$ cat src/sv/wdmm_pkg.sv
`timescale 1ns / 1ps
`default_nettype none
// ----------------------------------------------------------------------------
// wdmm_pkg: shared types and constants
// Widths of the sample and period words and the control struct for the
// running min/max unit.
// ----------------------------------------------------------------------------
package wdmm_pkg;

	localparam int SAMPLE_W = 10;
	localparam int PERIOD_W = 16;

	typedef logic [SAMPLE_W-1:0] sample_t;
	typedef logic [PERIOD_W-1:0] period_t;

	typedef struct packed {
		logic clear;   // start a new scan
		logic en;      // fold one ring entry into the running marks
	} mm_ctl_t;

endpackage
`default_nettype wire

$ cat src/sv/wdmm_cell.sv
`timescale 1ns / 1ps
`default_nettype none
// ----------------------------------------------------------------------------
// wdmm_cell: one ring entry
// Holds one past sample and passes it on to the next cell when enabled.
// ----------------------------------------------------------------------------
module wdmm_cell (
	input  wire                 clk,
	input  wire                 arst_n,
	input  wire                 en,
	input  wdmm_pkg::sample_t   din,
	output wdmm_pkg::sample_t   dout
);

	wdmm_pkg::sample_t val_q;

	// ring starts as zeros; they count in the marks until overwritten
	always_ff @(posedge clk or negedge arst_n) begin
		if (!arst_n) begin
			val_q <= '0;
		end else if (en) begin
			val_q <= din;
		end
	end

	assign dout = val_q;

endmodule
`default_nettype wire

$ cat src/sv/wdmm_minmax.sv
`timescale 1ns / 1ps
`default_nettype none
// ----------------------------------------------------------------------------
// wdmm_minmax: running window marks
// Folds one entry per cycle into the low and high marks while ctl.en is set. Between scans the
// registers hold the marks of the last completed window.
// ----------------------------------------------------------------------------
module wdmm_minmax (
	input  wire                 clk,
	input  wire                 arst_n,
	input  wdmm_pkg::mm_ctl_t   ctl,
	input  wdmm_pkg::sample_t   value,
	output wdmm_pkg::sample_t   low,
	output wdmm_pkg::sample_t   high
);

	wdmm_pkg::sample_t low_q;
	wdmm_pkg::sample_t high_q;

	always_ff @(posedge clk or negedge arst_n) begin
		if (!arst_n) begin
			low_q  <= '0;
			high_q <= '0;
		end else if (ctl.clear) begin
			low_q  <= '1;
			high_q <= '0;
		end else if (ctl.en) begin
			if (value < low_q) begin
				low_q <= value;
			end
			if (value > high_q) begin
				high_q <= value;
			end
		end
	end

	assign low  = low_q;
	assign high = high_q;

endmodule
`default_nettype wire

$ cat src/sv/decimated_window_min_max_top.sv
`timescale 1ns / 1ps
`default_nettype none
// ----------------------------------------------------------------------------
// decimated_window_min_max_top: decimated sliding-window min/max
// Prescaled sampling of ADC words into a ring of cells, with min/max of the
// ring recomputed by rotating the ring past a running min/max unit.
// ----------------------------------------------------------------------------
// Latency: a tick that takes no sample has its result word in the cycle after
//   accept; a tick that takes a sample passes through the scan state (one
//   rotation of the cell ring through the min/max unit), then the finish state.
// Throughput: one word per cycle for non-sampling ticks while out_stall is low;
//   a sampling tick stalls the input until the scan and finish states are done.
// Reset: asynchronous; ring cells, marks, counter and period go to zero.
module decimated_window_min_max_top #(
	parameter int RING_DEPTH = 8
) (
	input  wire                 clk,
	input  wire                 arst_n,
	// configuration
	input  wire                 cfg_we,
	input  wdmm_pkg::period_t   cfg_wdata,
	// input words
	input  wire                 in_valid,
	output logic                in_stall,
	input  wdmm_pkg::sample_t   adc_sample,
	// result words
	output logic                out_valid,
	input  wire                 out_stall,
	output logic                sampled,
	output wdmm_pkg::sample_t   sample_out,
	output wdmm_pkg::sample_t   window_min,
	output wdmm_pkg::sample_t   window_max
);

	localparam int CNT_W = (RING_DEPTH > 1) ? $clog2(RING_DEPTH) : 1;

	localparam logic [1:0] ST_IDLE = 2'd0;
	localparam logic [1:0] ST_SCAN = 2'd1;
	localparam logic [1:0] ST_FIN  = 2'd2;

	logic [1:0]          state_q;
	logic [CNT_W-1:0]    cnt_q;
	wdmm_pkg::period_t   period_q;
	wdmm_pkg::period_t   tick_q;
	wdmm_pkg::period_t   limit;
	wdmm_pkg::sample_t   sample_q;

	logic                out_valid_q;
	logic                sampled_q;
	wdmm_pkg::sample_t   sample_out_q;
	wdmm_pkg::sample_t   min_q;
	wdmm_pkg::sample_t   max_q;

	logic                in_acc;
	logic                out_acc;
	logic                taken;
	logic                ring_en;
	wdmm_pkg::mm_ctl_t   mm_ctl;
	wdmm_pkg::sample_t   mm_low;
	wdmm_pkg::sample_t   mm_high;
	wdmm_pkg::sample_t   tail;

	wdmm_pkg::sample_t   cell_d [RING_DEPTH];
	wdmm_pkg::sample_t   cell_q [RING_DEPTH];

	assign out_acc  = out_valid_q && !out_stall;
	assign in_stall = (state_q != ST_IDLE) || (out_valid_q && out_stall);
	assign in_acc   = in_valid && !in_stall;

	assign limit = (period_q == '0) ? '0 : period_q - 1'b1;
	assign taken = (tick_q >= limit);

	// cell ring: a new sample enters at cell 0; during a scan the ring
	// rotates once so the tail passes every entry through the min/max unit
	assign tail    = cell_q[RING_DEPTH-1];
	assign ring_en = (in_acc && taken) || (state_q == ST_SCAN);

	genvar gi;
	generate
		for (gi = 0; gi < RING_DEPTH; gi++) begin : g_cell
			if (gi == 0) begin : g_head
				assign cell_d[gi] = (state_q == ST_IDLE) ? adc_sample : tail;
			end else begin : g_body
				assign cell_d[gi] = cell_q[gi-1];
			end
			wdmm_cell u_cell (
				.clk   (clk),
				.arst_n(arst_n),
				.en    (ring_en),
				.din   (cell_d[gi]),
				.dout  (cell_q[gi])
			);
		end
	endgenerate

	assign mm_ctl.clear = in_acc && taken;
	assign mm_ctl.en    = (state_q == ST_SCAN);

	wdmm_minmax u_minmax (
		.clk   (clk),
		.arst_n(arst_n),
		.ctl   (mm_ctl),
		.value (tail),
		.low   (mm_low),
		.high  (mm_high)
	);

	always_ff @(posedge clk or negedge arst_n) begin
		if (!arst_n) begin
			period_q <= '0;
		end else if (cfg_we) begin
			period_q <= cfg_wdata;
		end
	end

	always_ff @(posedge clk or negedge arst_n) begin
		if (!arst_n) begin
			state_q <= ST_IDLE;
			cnt_q   <= '0;
			tick_q  <= '0;
		end else begin
			case (state_q)
				ST_IDLE: begin
					if (in_acc) begin
						if (taken) begin
							tick_q  <= '0;
							cnt_q   <= '0;
							state_q <= ST_SCAN;
						end else begin
							tick_q <= tick_q + 1'b1;
						end
					end
				end
				ST_SCAN: begin
					if (cnt_q == CNT_W'(RING_DEPTH - 1)) begin
						state_q <= ST_FIN;
					end else begin
						cnt_q <= cnt_q + 1'b1;
					end
				end
				ST_FIN: begin
					state_q <= ST_IDLE;
				end
				default: begin
					state_q <= ST_IDLE;
				end
			endcase
		end
	end

	always_ff @(posedge clk) begin
		if (in_acc && taken) begin
			sample_q <= adc_sample;
		end
	end

	always_ff @(posedge clk or negedge arst_n) begin
		if (!arst_n) begin
			out_valid_q <= 1'b0;
		end else if ((in_acc && !taken) || (state_q == ST_FIN)) begin
			out_valid_q <= 1'b1;
		end else if (out_acc) begin
			out_valid_q <= 1'b0;
		end
	end

	// result word payload
	always_ff @(posedge clk) begin
		if (in_acc && !taken) begin
			sampled_q    <= 1'b0;
			sample_out_q <= '0;
			min_q        <= mm_low;
			max_q        <= mm_high;
		end else if (state_q == ST_FIN) begin
			sampled_q    <= 1'b1;
			sample_out_q <= sample_q;
			min_q        <= mm_low;
			max_q        <= mm_high;
		end
	end

	assign out_valid  = out_valid_q;
	assign sampled    = sampled_q;
	assign sample_out = sample_out_q;
	assign window_min = min_q;
	assign window_max = max_q;

	// after a full rotation the marks cover at least one real entry
	a_marks_ordered: assert property (@(posedge clk) disable iff (!arst_n)
		(state_q == ST_FIN) |-> (mm_low <= mm_high))
		else $error("window marks out of order after scan");

	a_sample_starts_scan: assert property (@(posedge clk) disable iff (!arst_n)
		(in_acc && taken) |=> (state_q == ST_SCAN && cnt_q == '0))
		else $error("sampling tick did not start a scan");

	a_busy_stalls: assert property (@(posedge clk) disable iff (!arst_n)
		(state_q != ST_IDLE) |-> in_stall)
		else $error("input taken while scanning");

	a_out_source: assert property (@(posedge clk) disable iff (!arst_n)
		$rose(out_valid_q) |-> $past(state_q == ST_FIN || (in_acc && !taken)))
		else $error("result word raised without a source");

	a_no_overwrite: assert property (@(posedge clk) disable iff (!arst_n)
		(state_q == ST_FIN) |-> (!out_valid_q || !out_stall))
		else $error("scan finished while result word still pending");

endmodule
`default_nettype wire
$ cat config.mk
export PLATFORM = sky130hd
export DESIGN_NAME = decimated_window_min_max_top
export DESIGN_NICKNAME = d
export VERILOG_FILES = /design/src/sv/wdmm_pkg.sv /design/src/sv/wdmm_cell.sv /design/src/sv/wdmm_minmax.sv /design/src/sv/decimated_window_min_max_top.sv
export SDC_FILE = /design/constraint.sdc
export NUM_CORES = 1
export LEC_CHECK = 0
export BUFFER_PORTS_ARGS = -buffer_cell sky130_fd_sc_hd__buf_2
export CORE_ASPECT_RATIO = 0.7
export CORE_MARGIN = 5
export CORE_UTILIZATION = 60
export DETAILED_ROUTE_END_ITERATION = 16
export HOLD_SLACK_MARGIN = 0.02
export PLACE_DENSITY = 0.8
export SLEW_MARGIN = 0
export SYNTH_ARGS = -nofsm -noshare
export SYNTH_HDL_FRONTEND = slang
export SYNTH_SLANG_ARGS = --single-unit
$ cat constraint.sdc
create_clock -name clk -period 6.2 [get_ports clk]
set_input_delay 0.31 -clock clk [delete_from_list [all_inputs] [get_ports clk]]
set_output_delay 0.31 -clock clk [all_outputs]
set_load 0.01 [all_outputs]
==> summary by stage <==
Clocking
No sink is reached through more buffers than the 2 on the longest clock path. The CTS tree is built. The clock transition at the registers of the reported paths is roughly 0.070 ns. The H-tree generated during clock tree synthesis spans 4 levels. Buffers inserted during clock tree synthesis total 17. The clock latency of the later-clocked register in the worst-skew pair is around 0.42 ns. The total number of clock tree sinks is 179.

The number of gates resized after CTS was 0. The library cell used as clock root buffer is sky130_fd_sc_hd__clkbuf_16.

Critical path
The critical path required time is 6.50 ns. The signal on the critical path passes through or4_1 -> or3_4 -> nor3_4 -> nand4b_4 -> nand2b_1 -> ha_1 -> nor2b_1 -> o211a_1 -> o311ai_1 -> nand4_1 -> nand2_1 -> inv_2 -> nor2_4 -> buf_12 -> mux2_2. Counting cells, the worst reg-to-reg path comes to 15.

STA classifies the critical path startpoint as a flop. The setup slack on the worst flop-to-flop path is approximately 1.6 ns. In this run the critical register-to-register path is launched from period_q[7]$_DFFE_PN0P_. The largest fanout on the critical path is 80. STA puts the critical path data arrival time at 4.89 ns. The cell class contributing the biggest share of worst-path delay is simple AND/OR/NAND/NOR gates. The worst flop-to-flop path endpoint is g_cell[1].u_cell.dout[6]$_DFFE_PN0P_. On the critical path, the stage with the largest delay is an instance of sky130_fd_sc_hd__or4_1. The delay of the slowest cell on the worst path is between 0.5 and 0.6 ns.

The critical path capture point type is a flop. By startpoint and endpoint, the worst setup path is classified as reg2reg. The combined buffer and inverter count along the critical path is 2.

Yosys
The synthesized net count is 696. The mean area per synthesized cell is roughly 13 um^2. The total of flip-flops plus latches after synthesis is ~180. The register area share after synthesis is between 50% and 60%.

The mux share of post-synthesis cell area is between 15 and 20%. The xor and xnor area share after synthesis is under 10%. Synthesis produced a netlist whose cell count is between 600 and 700.

The adder-cell share of the synthesized area is ~6.3%. After synthesis, the most frequently instantiated cells are 138 x sky130_fd_sc_hd__dfrtp_1, 85 x sky130_fd_sc_hd__mux2_2, 71 x sky130_fd_sc_hd__nand2_1. Summing the areas of all compound-gate instances in the mapped netlist gives around 3.7% of the synthesized area.

By area, the combinational part of the netlist is dominated by multiplexers. The number of distinct library cells after synthesis is 45. By area the synthesized netlist is led by sky130_fd_sc_hd__dfrtp_1 43%, sky130_fd_sc_hd__mux2_2 12%, sky130_fd_sc_hd__edfxtp_1 11%. The number of enable-type register cells in the synthesized netlist is 30. Summing every instance area after synthesis gives just under 8000 um^2. Of all flip-flops after synthesis, the portion carrying an async set or reset was 77.1%. The proportion of netlist area held by the largest area contributor is between 40% and 50%. The leading cell type by number of instances after synthesis is sky130_fd_sc_hd__dfrtp_1. Yosys printed 0 warnings.

The cell type contributing the most total cell area after synthesis is sky130_fd_sc_hd__dfrtp_1. The share of synthesized cell area in and, or, nand and nor gates is between 10% and 20%. The primary flip-flop cell chosen by synthesis mapping is sky130_fd_sc_hd__dfrtp_1.

Power
In this run the power density over the cells is about 280 nW/um^2. The total power after layout is 2.50 mW. IR analysis of the VDD net gives a maximum drop of 0.251 mV.

Summed over all cells, the static leakage comes to 4.57 nW.

Timing
The worst hold slack across all endpoints is 0.105 ns. The shortest clock period the worst path allows after layout is about 4.6 ns. At the pin with the least slew margin, the transition time is about 1.2 ns. Setup repair after global routing left no endpoint under its margin.

The final hold violation count is 0. Derived from the worst setup path, the maximum achievable clock frequency is 218 MHz. Setup slack closes at around 1.6 ns. Headroom to the max-slew limit came out at between 15 and 20%.

The setup TNS is 0 ns. The worst clock skew on the final layout is about 0.013 ns. The final max-slew violation count was 0. Setup violations remaining at the end of the flow were counted as 0. In the finished design, the share of the clock period the worst path needs comes to 74.1%.

Drt
The count of vias placed by the detailed router is 4,924. The detailed-route wire length is between 15,000 and 20,000 um. The routed wire length per instance is 17.7 um. The final routed DRC violation total is 0. The via-per-instance ratio is about 5.7. The detailed-router iteration count before antenna repair is 4. In this run the remaining antenna-violating nets after routing total 0. For this block, the initial DRC count from the detailed router was approximately 280.

Placement
The placer congestion estimate is around 0.90. Summing all placed instances gives a cell area of between 8000 and 9000 um^2. After legalization and detailed placement, the total HPWL measured 10,900 um. The number of placed instances, taps included is ~840.

The count of buffers added on input and output ports is 63. The worst-case setup slack after placement is between 1.5 and 2 ns.

Min path
Counting instances, the worst hold path has a depth of 3. The startpoint identified for the worst hold timing path is cfg_wdata[1]. In this run the worst hold path is classified as in2reg.

For hold timing, the worst endpoint is period_q[1]$_DFFE_PN0P_.

Floorplanning
Once the floorplan was initialized, standard cells occupied about three fifths of the core. The core region is approximately 13,000 um^2. For this design the top-level I/O count stands at 64. The number of rows in the core area is 35. The chip width is between 100 and 150 um. In this run the vertical extent of the chip is between 100 and 150 um. The die covers between 15,000 and 20,000 um^2.

Global routing
Global routing used about a fifth of the available tracks across all layers. For this run the aggregate overflow at the end of global routing stands at 0. The number of global-route vias before repair came to roughly 5,100. The global-route wire length before repair is 25,800 um. Entering global routing, the biggest net connects between 80 and 90 pins. The initial antenna violation count was 0.

Final layout
From synthesis to final layout, the design area changed by 13.3%. The share of the core filled with cells in the final layout is 69.0%. The post-route cell area is 9010 um^2. The share of post-route cells with drive strength above 1 is between 20% and 30%. The final layout net count is 762.

The repair_antennas step left the layout with diodes totalling 0. The finished layout holds 870 standard cells, fillers aside.

Outcome
The run finished with clean final reports.

Job
Across the run, the number of max-cap violations was 0.
-- kinds of logic (layout without fill, tap and decap cells) --
family | count (synthesis) | in the layout
buffers and inverters | 46 | 125
AND/OR/NAND/NOR | 164 | 164
adder cells (fa/ha/maj) | 40 | 40
multiplexers | 120 | 120
AO/OA/AOI/OAI | 49 | 49
XOR/XNOR | 27 | 27
flip-flops | 179 | 179
-- how the worst max path moves through the flow --
| stage | startpoint | to | slack (ns) | cells past startpoint |
|---|---|---|---|---|
| 2_1_floorplan | period_q[7]$_DFFE_PN0P_ | window_max[0]$_DFFE_PP_ | 1.57 | 12 |
| 3_3_place_gp | period_q[7]$_DFFE_PN0P_ | g_cell[5].u_cell.dout[3]$_DFFE_PN0P_ | 1.83 | 15 |
| 3_5_place_dp | period_q[7]$_DFFE_PN0P_ | g_cell[1].u_cell.dout[6]$_DFFE_PN0P_ | 1.67 | 15 |
| 4_1_cts | period_q[7]$_DFFE_PN0P_ | g_cell[3].u_cell.dout[8]$_DFFE_PN0P_ | 1.62 | 15 |
| 5_1_grt | period_q[7]$_DFFE_PN0P_ | g_cell[3].u_cell.dout[8]$_DFFE_PN0P_ | 1.28 | 15 |
| 6_report | period_q[7]$_DFFE_PN0P_ | g_cell[1].u_cell.dout[6]$_DFFE_PN0P_ | 1.61 | 15 |
-- registers in the layout (all words and copies together), names as in the netlist --
| register | count |
|---|---|
| cnt_q | 3 |
| g_cell.u_cell.dout | 80 |
| out_valid | 1 |
| period_q | 16 |
| sample_out | 10 |
| sample_q | 10 |
| sampled | 1 |
| state_q | 2 |
| tick_q | 16 |
| u_minmax.high | 10 |
| u_minmax.low | 10 |
| window_max | 10 |
| window_min | 10 |
-- power breakdown --
| part | switching, mW | internal, mW |
|---|---|---|
| Combinational | 0.0966 | 0.0788 |
| Sequential | 0.0432 | 1.23 |
| Clock | 0.457 | 0.593 |
| Total | 0.597 | 1.90 |
-- metal layers --
metal  GRT usage, %  share of wire (%)
met1           29.6                 46
met2           32.4                 47
met3           4.69                5.6
met4           6.72                1.5
met5              0                  0
-- cell type report --
cell class,instances,area (um^2)
multi-input cells,400,3170
clock buffers,19,464
clock inverters,13,121
repair buffers,68,374
fillers,921,4040
flip-flops and latches,179,4570
well taps,166,208
inverters,25,93.8
-- placed cells by master, fill, tap and decap left out, types with 3 or more instances in the layout --
cell type / count
sky130_fd_sc_hd__mux2_1: 19
sky130_fd_sc_hd__a21o_1: 5
sky130_fd_sc_hd__and4_1: 5
sky130_fd_sc_hd__clkinv_4: 4
sky130_fd_sc_hd__nor4_1: 3
sky130_fd_sc_hd__xor2_1: 21
sky130_fd_sc_hd__a21oi_1: 19
sky130_fd_sc_hd__mux2i_1: 16
sky130_fd_sc_hd__and3_1: 4
sky130_fd_sc_hd__ha_1: 40
sky130_fd_sc_hd__buf_2: 62
sky130_fd_sc_hd__inv_6: 3
sky130_fd_sc_hd__clkbuf_16: 18
sky130_fd_sc_hd__nor2_1: 31
sky130_fd_sc_hd__mux2_2: 85
sky130_fd_sc_hd__nor3_1: 6
sky130_fd_sc_hd__inv_1: 24
sky130_fd_sc_hd__nand2_1: 71
sky130_fd_sc_hd__nor2b_1: 7
sky130_fd_sc_hd__buf_4: 3
sky130_fd_sc_hd__nand3_1: 12
sky130_fd_sc_hd__o21ai_0: 11
sky130_fd_sc_hd__dfrtp_1: 138
sky130_fd_sc_hd__xnor2_1: 6
sky130_fd_sc_hd__dfxtp_1: 11
sky130_fd_sc_hd__nand2b_1: 7
sky130_fd_sc_hd__o31ai_1: 3
sky130_fd_sc_hd__edfxtp_1: 30
sky130_fd_sc_hd__nand4_1: 9
-- worst register-to-register path: stages, from the launching register on --
cell and delay, ns:
sky130_fd_sc_hd__dfrtp_1 0.44, sky130_fd_sc_hd__or4_1 0.59, sky130_fd_sc_hd__or3_4 0.38, sky130_fd_sc_hd__nor3_4 0.18
sky130_fd_sc_hd__nand4b_4 0.24, sky130_fd_sc_hd__nand2b_1 0.16, sky130_fd_sc_hd__ha_1 0.25, sky130_fd_sc_hd__nor2b_1 0.14
sky130_fd_sc_hd__o211a_1 0.20, sky130_fd_sc_hd__o311ai_1 0.27, sky130_fd_sc_hd__nand4_1 0.21, sky130_fd_sc_hd__nand2_1 0.40
sky130_fd_sc_hd__inv_2 0.10, sky130_fd_sc_hd__nor2_4 0.15, sky130_fd_sc_hd__buf_12 0.35, sky130_fd_sc_hd__mux2_2 0.43
-- timing repair --
| action | CTS | global route |
|---|---|---|
| setup buffers | 0 | 0 |
| endpoints found under the hold margin | 75 | 0 |
| hold buffers | 1 | 0 |
Power figures use the tool's default switching activity.
